[src/rtl/s2cd_pkg.sv]
// Package for the seconds-to-calendar-date converter.
// Holds the sequencer state type, the time constants and the month length table.
// No dependencies.
package s2cd_pkg;

  // Time constants
  localparam int unsigned SecsPerDay  = 86400;
  localparam int unsigned SecsPerHour = 3600;
  localparam int unsigned SecsPerMin  = 60;

  // Field and working widths
  localparam int unsigned EpochW = 32;
  localparam int unsigned LocalW = EpochW + 1;   // epoch plus zone offset
  localparam int unsigned DaysW  = 17;           // local / 86400 fits here
  localparam int unsigned SodW   = 17;           // seconds of the day
  localparam int unsigned ZoneW  = 4;
  localparam int unsigned CntW   = 5;

  // Quotient bit counts of the three long divisions
  localparam int unsigned DayQBits  = DaysW;
  localparam int unsigned HourQBits = 5;
  localparam int unsigned MinQBits  = 6;

  // Year bookkeeping: the year is kept as an offset from 1970
  localparam int unsigned YoffW        = 8;
  localparam int unsigned YearsTo2000  = 30;
  localparam int unsigned YearsTo2100  = 130;   // century year that is not leap
  localparam int unsigned LastYoff     = 136;   // 2106
  localparam int unsigned DaysPerYear  = 365;
  localparam int unsigned DaysLeapYear = 366;

  // Month bookkeeping
  localparam logic [3:0] MonJan = 4'd0;
  localparam logic [3:0] MonFeb = 4'd1;
  localparam logic [3:0] MonDec = 4'd11;
  localparam logic [4:0] DaysFebLeap = 5'd29;
  localparam logic [ZoneW-1:0] ZoneReset = 4'd8;

  // Month lengths of a common year, January first
  localparam logic [4:0] MONTH_DAYS [12] = '{
    5'd31, 5'd28, 5'd31, 5'd30, 5'd31, 5'd30,
    5'd31, 5'd31, 5'd30, 5'd31, 5'd30, 5'd31
  };

  // Sequencer states
  typedef enum logic [2:0] {
    ST_IDLE,
    ST_DIV_DAY,
    ST_DIV_HOUR,
    ST_DIV_MIN,
    ST_YEAR,
    ST_MONTH,
    ST_FINISH
  } s2cd_state_t;

endpackage

[src/rtl/seconds_to_calendar_date.sv]
// Top level of the seconds-to-calendar-date converter.
// Depends on s2cd_pkg for constants, the month table and the state type.
//
// Converts a 32-bit count of seconds since 1970-01-01 UTC into a local date
// and time: the zone offset register (hours, reset 8) is added first, then a
// single 34-bit compare-and-subtract unit does all the work under a small
// sequencer. It runs a 17-step long division by 86400, 5 steps by 3600 and
// 6 steps by 60, then strips one year per cycle from 1970 and one month per
// cycle from January. The whole years after 1970 run 0..136 and the month
// index 0..11. The input is ready only while the sequencer is idle; the
// result sits in an output register while the next item is accepted and
// processed, and a finished item waits for that register.
module seconds_to_calendar_date
  import s2cd_pkg::*;
(
  input  logic                    clk,
  input  logic                    rst_n,
  // Configuration
  input  logic                    cfg_wr_en,
  input  logic [ZoneW-1:0]        cfg_wr_data,
  // Input channel
  input  logic                    in_valid,
  output logic                    in_ready,
  input  logic [EpochW-1:0]       in_epoch_seconds,
  // Result channel
  output logic                    out_valid,
  input  logic                    out_ready,
  output logic signed [7:0]       out_year_from_2000,
  output logic [3:0]              out_month_number,
  output logic [4:0]              out_day_of_month,
  output logic [4:0]              out_hour_of_day,
  output logic [5:0]              out_minute_of_hour,
  output logic [5:0]              out_second_of_minute
);

  s2cd_state_t state_r, state_nxt;

  logic [ZoneW-1:0]  zone_r;
  logic [LocalW-1:0] rem_r, rem_nxt;
  logic [DaysW-1:0]  quot_r, quot_nxt;
  logic [DaysW-1:0]  days_r, days_nxt;
  logic [CntW-1:0]   cnt_r, cnt_nxt;
  logic [4:0]        hour_r, hour_nxt;
  logic [5:0]        min_r, min_nxt;
  logic [5:0]        sec_r, sec_nxt;
  logic [YoffW-1:0]  yoff_r, yoff_nxt;
  logic [3:0]        mon_r, mon_nxt;
  logic              out_valid_r, out_valid_nxt;
  logic [7:0]        o_year_r, o_year_nxt;
  logic [3:0]        o_mon_r, o_mon_nxt;
  logic [4:0]        o_day_r, o_day_nxt;
  logic [4:0]        o_hour_r, o_hour_nxt;
  logic [5:0]        o_min_r, o_min_nxt;
  logic [5:0]        o_sec_r, o_sec_nxt;

  logic [LocalW-1:0] sub_b;
  logic [LocalW:0]   sub_diff;
  logic              sub_ge;
  logic [LocalW-1:0] rem_step;
  logic              leap;
  logic [4:0]        mon_len;
  logic              in_fire;
  logic              out_load;
  logic              cnt_last;
  logic [LocalW-1:0] local_secs;

  // Handshake status
  assign in_fire  = in_valid && in_ready;
  assign out_load = (state_r == ST_FINISH) && (!out_valid_r || out_ready);
  assign cnt_last = (cnt_r == '0);

  // Leap rule for 1970..2106: every fourth year from 1972, except 2100
  assign leap = (yoff_r[1:0] == 2'd2) && (yoff_r != YoffW'(YearsTo2100));

  // Length of the current month
  always_comb begin
    mon_len = MONTH_DAYS[mon_r];
    if (mon_r == MonFeb && leap) begin
      mon_len = DaysFebLeap;
    end
  end

  // Local second count at acceptance
  assign local_secs = LocalW'(in_epoch_seconds)
                    + LocalW'(zone_r) * LocalW'(SecsPerHour);

  // Shared compare-and-subtract unit
  assign sub_diff = {1'b0, rem_r} - {1'b0, sub_b};
  assign sub_ge   = !sub_diff[LocalW];
  assign rem_step = sub_ge ? sub_diff[LocalW-1:0] : rem_r;

  // Next state
  always_comb begin
    state_nxt = state_r;
    case (state_r)
      ST_IDLE: begin
        if (in_fire) begin
          state_nxt = ST_DIV_DAY;
        end
      end
      ST_DIV_DAY: begin
        if (cnt_last) begin
          state_nxt = ST_DIV_HOUR;
        end
      end
      ST_DIV_HOUR: begin
        if (cnt_last) begin
          state_nxt = ST_DIV_MIN;
        end
      end
      ST_DIV_MIN: begin
        if (cnt_last) begin
          state_nxt = ST_YEAR;
        end
      end
      ST_YEAR: begin
        if (!sub_ge) begin
          state_nxt = ST_MONTH;
        end
      end
      ST_MONTH: begin
        if (mon_r == MonDec || !sub_ge) begin
          state_nxt = ST_FINISH;
        end
      end
      ST_FINISH: begin
        if (out_load) begin
          state_nxt = ST_IDLE;
        end
      end
      default: state_nxt = ST_IDLE;
    endcase
  end

  // Sequencer outputs: input ready and the operand of the shared unit
  always_comb begin
    in_ready = 1'b0;
    sub_b    = '0;
    case (state_r)
      ST_IDLE:     in_ready = 1'b1;
      ST_DIV_DAY:  sub_b = LocalW'(SecsPerDay) << cnt_r;
      ST_DIV_HOUR: sub_b = LocalW'(SecsPerHour) << cnt_r;
      ST_DIV_MIN:  sub_b = LocalW'(SecsPerMin) << cnt_r;
      ST_YEAR:     sub_b = leap ? LocalW'(DaysLeapYear) : LocalW'(DaysPerYear);
      ST_MONTH:    sub_b = LocalW'(mon_len);
      ST_FINISH:   sub_b = '0;
      default:     sub_b = '0;
    endcase
  end

  // Datapath next values
  always_comb begin
    rem_nxt       = rem_r;
    quot_nxt      = quot_r;
    days_nxt      = days_r;
    cnt_nxt       = cnt_r;
    hour_nxt      = hour_r;
    min_nxt       = min_r;
    sec_nxt       = sec_r;
    yoff_nxt      = yoff_r;
    mon_nxt       = mon_r;
    out_valid_nxt = out_valid_r;
    o_year_nxt    = o_year_r;
    o_mon_nxt     = o_mon_r;
    o_day_nxt     = o_day_r;
    o_hour_nxt    = o_hour_r;
    o_min_nxt     = o_min_r;
    o_sec_nxt     = o_sec_r;

    // A taken result frees the output register
    if (out_valid_r && out_ready) begin
      out_valid_nxt = 1'b0;
    end

    case (state_r)
      ST_IDLE: begin
        if (in_fire) begin
          rem_nxt  = local_secs;
          quot_nxt = '0;
          cnt_nxt  = CntW'(DayQBits - 1);
        end
      end
      ST_DIV_DAY: begin
        rem_nxt  = rem_step;
        quot_nxt = {quot_r[DaysW-2:0], sub_ge};
        cnt_nxt  = cnt_r - 1'b1;
        if (cnt_last) begin
          days_nxt = {quot_r[DaysW-2:0], sub_ge};
          quot_nxt = '0;
          cnt_nxt  = CntW'(HourQBits - 1);
        end
      end
      ST_DIV_HOUR: begin
        rem_nxt  = rem_step;
        quot_nxt = {quot_r[DaysW-2:0], sub_ge};
        cnt_nxt  = cnt_r - 1'b1;
        if (cnt_last) begin
          hour_nxt = {quot_r[3:0], sub_ge};
          quot_nxt = '0;
          cnt_nxt  = CntW'(MinQBits - 1);
        end
      end
      ST_DIV_MIN: begin
        rem_nxt  = rem_step;
        quot_nxt = {quot_r[DaysW-2:0], sub_ge};
        cnt_nxt  = cnt_r - 1'b1;
        if (cnt_last) begin
          min_nxt  = {quot_r[4:0], sub_ge};
          sec_nxt  = rem_step[5:0];
          rem_nxt  = LocalW'(days_r);
          yoff_nxt = '0;
        end
      end
      ST_YEAR: begin
        if (sub_ge) begin
          rem_nxt  = rem_step;
          yoff_nxt = yoff_r + 1'b1;
        end else begin
          mon_nxt = MonJan;
        end
      end
      ST_MONTH: begin
        if (mon_r != MonDec && sub_ge) begin
          rem_nxt = rem_step;
          mon_nxt = mon_r + 1'b1;
        end
      end
      ST_FINISH: begin
        if (out_load) begin
          out_valid_nxt = 1'b1;
          o_year_nxt    = yoff_r - 8'(YearsTo2000);
          o_mon_nxt     = mon_r + 1'b1;
          o_day_nxt     = rem_r[4:0] + 1'b1;
          o_hour_nxt    = hour_r;
          o_min_nxt     = min_r;
          o_sec_nxt     = sec_r;
        end
      end
      default: ;
    endcase
  end

  // Registers
  always_ff @(posedge clk) begin
    if (!rst_n) begin
      state_r     <= ST_IDLE;
      zone_r      <= ZoneReset;
      out_valid_r <= 1'b0;
    end else begin
      state_r     <= state_nxt;
      out_valid_r <= out_valid_nxt;
      if (cfg_wr_en) begin
        zone_r <= cfg_wr_data;
      end
    end
  end

  always_ff @(posedge clk) begin
    rem_r    <= rem_nxt;
    quot_r   <= quot_nxt;
    days_r   <= days_nxt;
    cnt_r    <= cnt_nxt;
    hour_r   <= hour_nxt;
    min_r    <= min_nxt;
    sec_r    <= sec_nxt;
    yoff_r   <= yoff_nxt;
    mon_r    <= mon_nxt;
    o_year_r <= o_year_nxt;
    o_mon_r  <= o_mon_nxt;
    o_day_r  <= o_day_nxt;
    o_hour_r <= o_hour_nxt;
    o_min_r  <= o_min_nxt;
    o_sec_r  <= o_sec_nxt;
  end

  // Result ports
  assign out_valid            = out_valid_r;
  assign out_year_from_2000   = signed'(o_year_r);
  assign out_month_number     = o_mon_r;
  assign out_day_of_month     = o_day_r;
  assign out_hour_of_day      = o_hour_r;
  assign out_minute_of_hour   = o_min_r;
  assign out_second_of_minute = o_sec_r;

  // Checks on the sequencer and the result register
  a_fire_starts_div: assert property (@(posedge clk) disable iff (!rst_n)
    in_fire |=> state_r == ST_DIV_DAY)
    else $error("accepted item did not start the day division");

  a_year_bound: assert property (@(posedge clk) disable iff (!rst_n)
    state_r == ST_MONTH |-> yoff_r <= YoffW'(LastYoff))
    else $error("year count ran past 2106");

  a_month_range: assert property (@(posedge clk) disable iff (!rst_n)
    out_valid_r |-> (o_mon_r >= 4'd1 && o_mon_r <= 4'd12))
    else $error("result month out of range");

  a_day_range: assert property (@(posedge clk) disable iff (!rst_n)
    out_valid_r |-> (o_day_r >= 5'd1 && o_hour_r <= 5'd23))
    else $error("result day or hour out of range");

  a_no_overwrite: assert property (@(posedge clk) disable iff (!rst_n)
    (out_valid_r && !out_ready) |=> $stable(o_year_r) && $stable(o_day_r))
    else $error("result register overwritten while waiting");

endmodule
[config.mk]
export PLATFORM = sky130hd
export DESIGN_NAME = seconds_to_calendar_date
export DESIGN_NICKNAME = d
export VERILOG_FILES = /design/src/rtl/s2cd_pkg.sv /design/src/rtl/seconds_to_calendar_date.sv
export SDC_FILE = /design/constraint.sdc
export NUM_CORES = 1
export LEC_CHECK = 0
export BUFFER_PORTS_ARGS = -buffer_cell sky130_fd_sc_hd__buf_2
export CORE_MARGIN = 1
export CORE_UTILIZATION = 60
export DETAILED_ROUTE_END_ITERATION = 12
export GPL_ROUTABILITY_DRIVEN = 0
export HOLD_SLACK_MARGIN = 0.03
export PLACE_DENSITY = 0.8
export SLEW_MARGIN = 10
export SYNTH_ARGS = -nofsm -noshare
export SYNTH_HDL_FRONTEND = slang
export SYNTH_SLANG_ARGS = --single-unit
[constraint.sdc]
create_clock -name clk -period 8.14 [get_ports clk]
set_input_delay 1.221 -clock clk [delete_from_list [all_inputs] [get_ports clk]]
set_output_delay 1.221 -clock clk [all_outputs]
set_load 0.02 [all_outputs]
==> flow_summary.ini <==
[status]
status = finished, final reports clean

[synthesis]
synthMuxAreaShare_pct = 1.269
syn_nets = 1131
seq_area_frac_synth_pct = 42.85
yosys.area_share.simple_pct = 15.91
async_reset_ff_share_pct = 0
synth_area_sq_mm = 0.009764
synth.avg_cell_area_sq_um = 9.601
yosys_warnings = 0
synth_edf_count = 134
syn_inst = 1017
synth_ff_type = edfxtp_1
ys_types = 71
synth_fa_ha_area_share_pct = 9.739
synth_compound_area_share_pct = 20.46
synthXorXnorAreaFrac_pct = 6.189
synth-seq-cells = 142
synth_top_family_by_area = compound AO/OA/AOI/OAI gates

[power]
vdd.ir_drop.worst_mv = 0.2116
p_int_w = 0.002224
combPwrFrac_pct = 50.4
p_leak_nw = 4.240
cellPowerDensity_mw_per_mm2 = 353.7
p_sw_share_pct = 42.31
seqPwrFrac_pct = 29.1
clockPowerShare_pct = 20.5
switching_power_w = 0.001631

[worst_setup_path]
path_max_fanout = 27
cpPeakStageDelay_ns = 0.96
required_ns = 8.31
worstPathArrival_ns = 6.01
cp_top_family = compound AO/OA/AOI/OAI gates
cp_slowest_cell = dfxtp_1
critPathBufInv = 1
worstSetupPathType = flop to flop
crit_path_end_kind = flop
cp_cell_sequence = nand2b_1 -> nand2_1 -> nor2_1 -> o21ai_0 -> o311ai_0 -> nand3_1 -> ha_1 -> nand2_1 -> o21ai_0 -> a221oi_1 -> o41a_1 -> a31oi_4 -> a31oi_4 -> inv_2 -> nor2_1 -> a21oi_1 -> a221o_1
setup.worst_path.start_class = flop

[clocking]
postCtsSetupRepairBufs = 0
ctsResizeCount = 0
cts_tree = yes
cts_buffer_depth = 2
cts_made_buffers = 17
cts_root_buffer = clkbuf_16
hold_buffers = 0
cts.sinks = 142
cts.htree.levels = 4
clkTransAtPathRegs_ns = 0.07
clk_latency_ns = 0.43

[route]
ant_nets = 0
via_per_inst = 6.372
drt_iter0_drc = 1161
drcViolationCount = 0
vias = 8265
wl_per_cell_microns = 18.60
wl_mm = 24.13
first_pass_iters = 8

[sta]
fin_hold_ws_ns = 0.4161
setup_tns_ns = 0
hold_viol = 0
grt_setup_unrepaired = false
finalSetupViolCount = 0
relSlewSlack_pct = 27.96
finClkSkew_ns = 0.01244
tightest_slew_ns = 1.077
fin_crit_ns = 5.840
min_period_over_period_pct = 71.75
slew_viol_final = 0
timing.fmax_ghz = 0.1712
postLayoutSetupSlackWorst_ns = 2.300

[layout]
mostFrequentLayoutCell = edfxtp_1
final_nets = 1182
stdcell_area_sq_mm = 0.01090
final_core_utilization_pct = 68.61
nFillCells = 1202
n_antenna_cell = 0
mostFrequentLayoutCells = edfxtp_1 (134), nand2_1 (104), nor2_1 (80)
area_delta_synth_final_pct = 11.62
drive_gt1_share_pct = 12.40

[die]
io_pins = 77
core-area_sq_mm = 0.01589
die_w_microns = 129.6
die_y_microns = 129.6
start_util_pct = 61.47
die_area_sq_mm = 0.01679
rows = 46

[global_routing]
grt_pass1_vias = 7535
gr-total-overflow = 0
grt_max_degree = 40
antenna_found_initial = 0
grt_use_total_pct = 29.56
grt_pass1_wl_mm = 37.88

[place]
hpwl_mm = 17.17
placed_area_sq_mm = 0.01029
portBuffers = 76
preCtsSetupSlack_ns = 2.620

[hold_path]
hp-class = flop to flop

[flow_run]
drv_cap = 0
[sequential cells by signal (all words and copies together) (netlist names), 6 cells and up]
name and cells:
quot_r 16, out_second_of_minute 6, out_minute_of_hour 6, sec_r 6, yoff_r 8, rem_r 33
days_r 17, min_r 6, out_year_from_2000 8
[cells by family (layout without fill, tap and decap cells)]
family | Yosys count | in the layout
AND/OR/NAND/NOR | 330 | 330
adder cells (fa/ha/maj) | 73 | 73
buffers and inverters | 89 | 153
multiplexers | 12 | 12
AO/OA/AOI/OAI | 302 | 302
XOR/XNOR | 69 | 69
flip-flops | 142 | 142
[per-stage QoR]
step	total power, W	cells
after floorplan	0.002575	1017
after CTS	0.003800	1297
after global routing	0.004071	1297
final	0.003855	1297
after global placement	0.002945	1265
after detailed placement	0.002980	1265
[worst register-to-register path: stages (launching register included)]
cell and delay, ns:
dfxtp_1 0.96, nand2b_1 0.75, nand2_1 0.31, nor2_1 0.18
o21ai_0 0.08, o311ai_0 0.22, nand3_1 0.20, ha_1 0.45
nand2_1 0.16, o21ai_0 0.14, a221oi_1 0.31, o41a_1 0.30
a31oi_4 0.14, a31oi_4 0.48, inv_2 0.32, nor2_1 0.16
a21oi_1 0.08, a221o_1 0.35
[power by group through the flow]
stage / clock, W / sequential [W] / combinational [W]
3_5_place_dp: 0 / 0.00113 / 0.00186
2_1_floorplan: 0 / 0.00105 / 0.00153
3_3_place_gp: 0 / 0.00112 / 0.00182
5_1_grt: 0.000820 / 0.00113 / 0.00212
6_report: 0.000790 / 0.00112 / 0.00194
4_1_cts: 0.000798 / 0.00111 / 0.00189
[synth_stat cells, types with 4 or more instances]
cell	count	share of area [%]
dfxtp_1	8	1.6
or3_1	4	0.26
xor2_1	29	2.6
edfxtp_1	134	41
clkbuf_1	46	1.8
and3_1	14	0.90
a21oi_1	74	3.8
ha_1	68	8.7
inv_1	31	1.2
xnor2_1	40	3.6
o21ai_0	62	3.2
nand4_1	8	0.51
o21a_1	5	0.38
o21bai_1	6	0.46
a21o_1	36	2.8
nor3_1	21	1.1
a31oi_1	13	0.83
nor2b_1	14	0.90
o31ai_1	7	0.54
nand3_1	36	1.8
and2_1	24	1.5
nand2_1	104	4.0
mux2i_1	9	0.92
o22ai_1	24	1.5
a22oi_1	12	0.92
fa_1	5	1.0
o211ai_1	5	0.38
o21ai_1	4	0.21
a32oi_1	7	0.63
a2111oi_0	4	0.36
nor2_1	81	3.1
nand2b_1	14	0.90
[layer usage]
| metal | track usage (%) | vias up | wire (microns) |
|---|---|---|---|
| li1 | - | 3874 | - |
| met1 | 39.28 | 3845 | 10030 |
| met2 | 47.34 | 472 | 11040 |
| met3 | 5.161 | 74 | 2162 |
| met4 | 13.61 | 0 | 898 |
| met5 | 0 | - | 0 |
[layout make-up]
cell class	instances	area (sq um)	share of cell area [%]
clock buffer	20	436.7	4.006
clock inverter	12	162.7	1.492
inverter	34	127.6	1.171
multi-input combinational	786	5255	48.21
sequential	142	4184	38.39
tap	216	270.3	2.480
timing repair buffer	87	462.9	4.248
[worst paths after layout]
path                                 start                    end  slack, ns  depth (start not counted)
worst max-delay path            state_r[2]               rem_r[0]       2.30                         17
worst min-delay path              min_r[3]  out_minute_of_hour[3]       0.42                          0
worst max register to register  state_r[2]               rem_r[0]       2.30                         17
worst min register to register    min_r[3]  out_minute_of_hour[3]       0.42                          0
No activity file was read; power rests on OpenSTA's default activity.
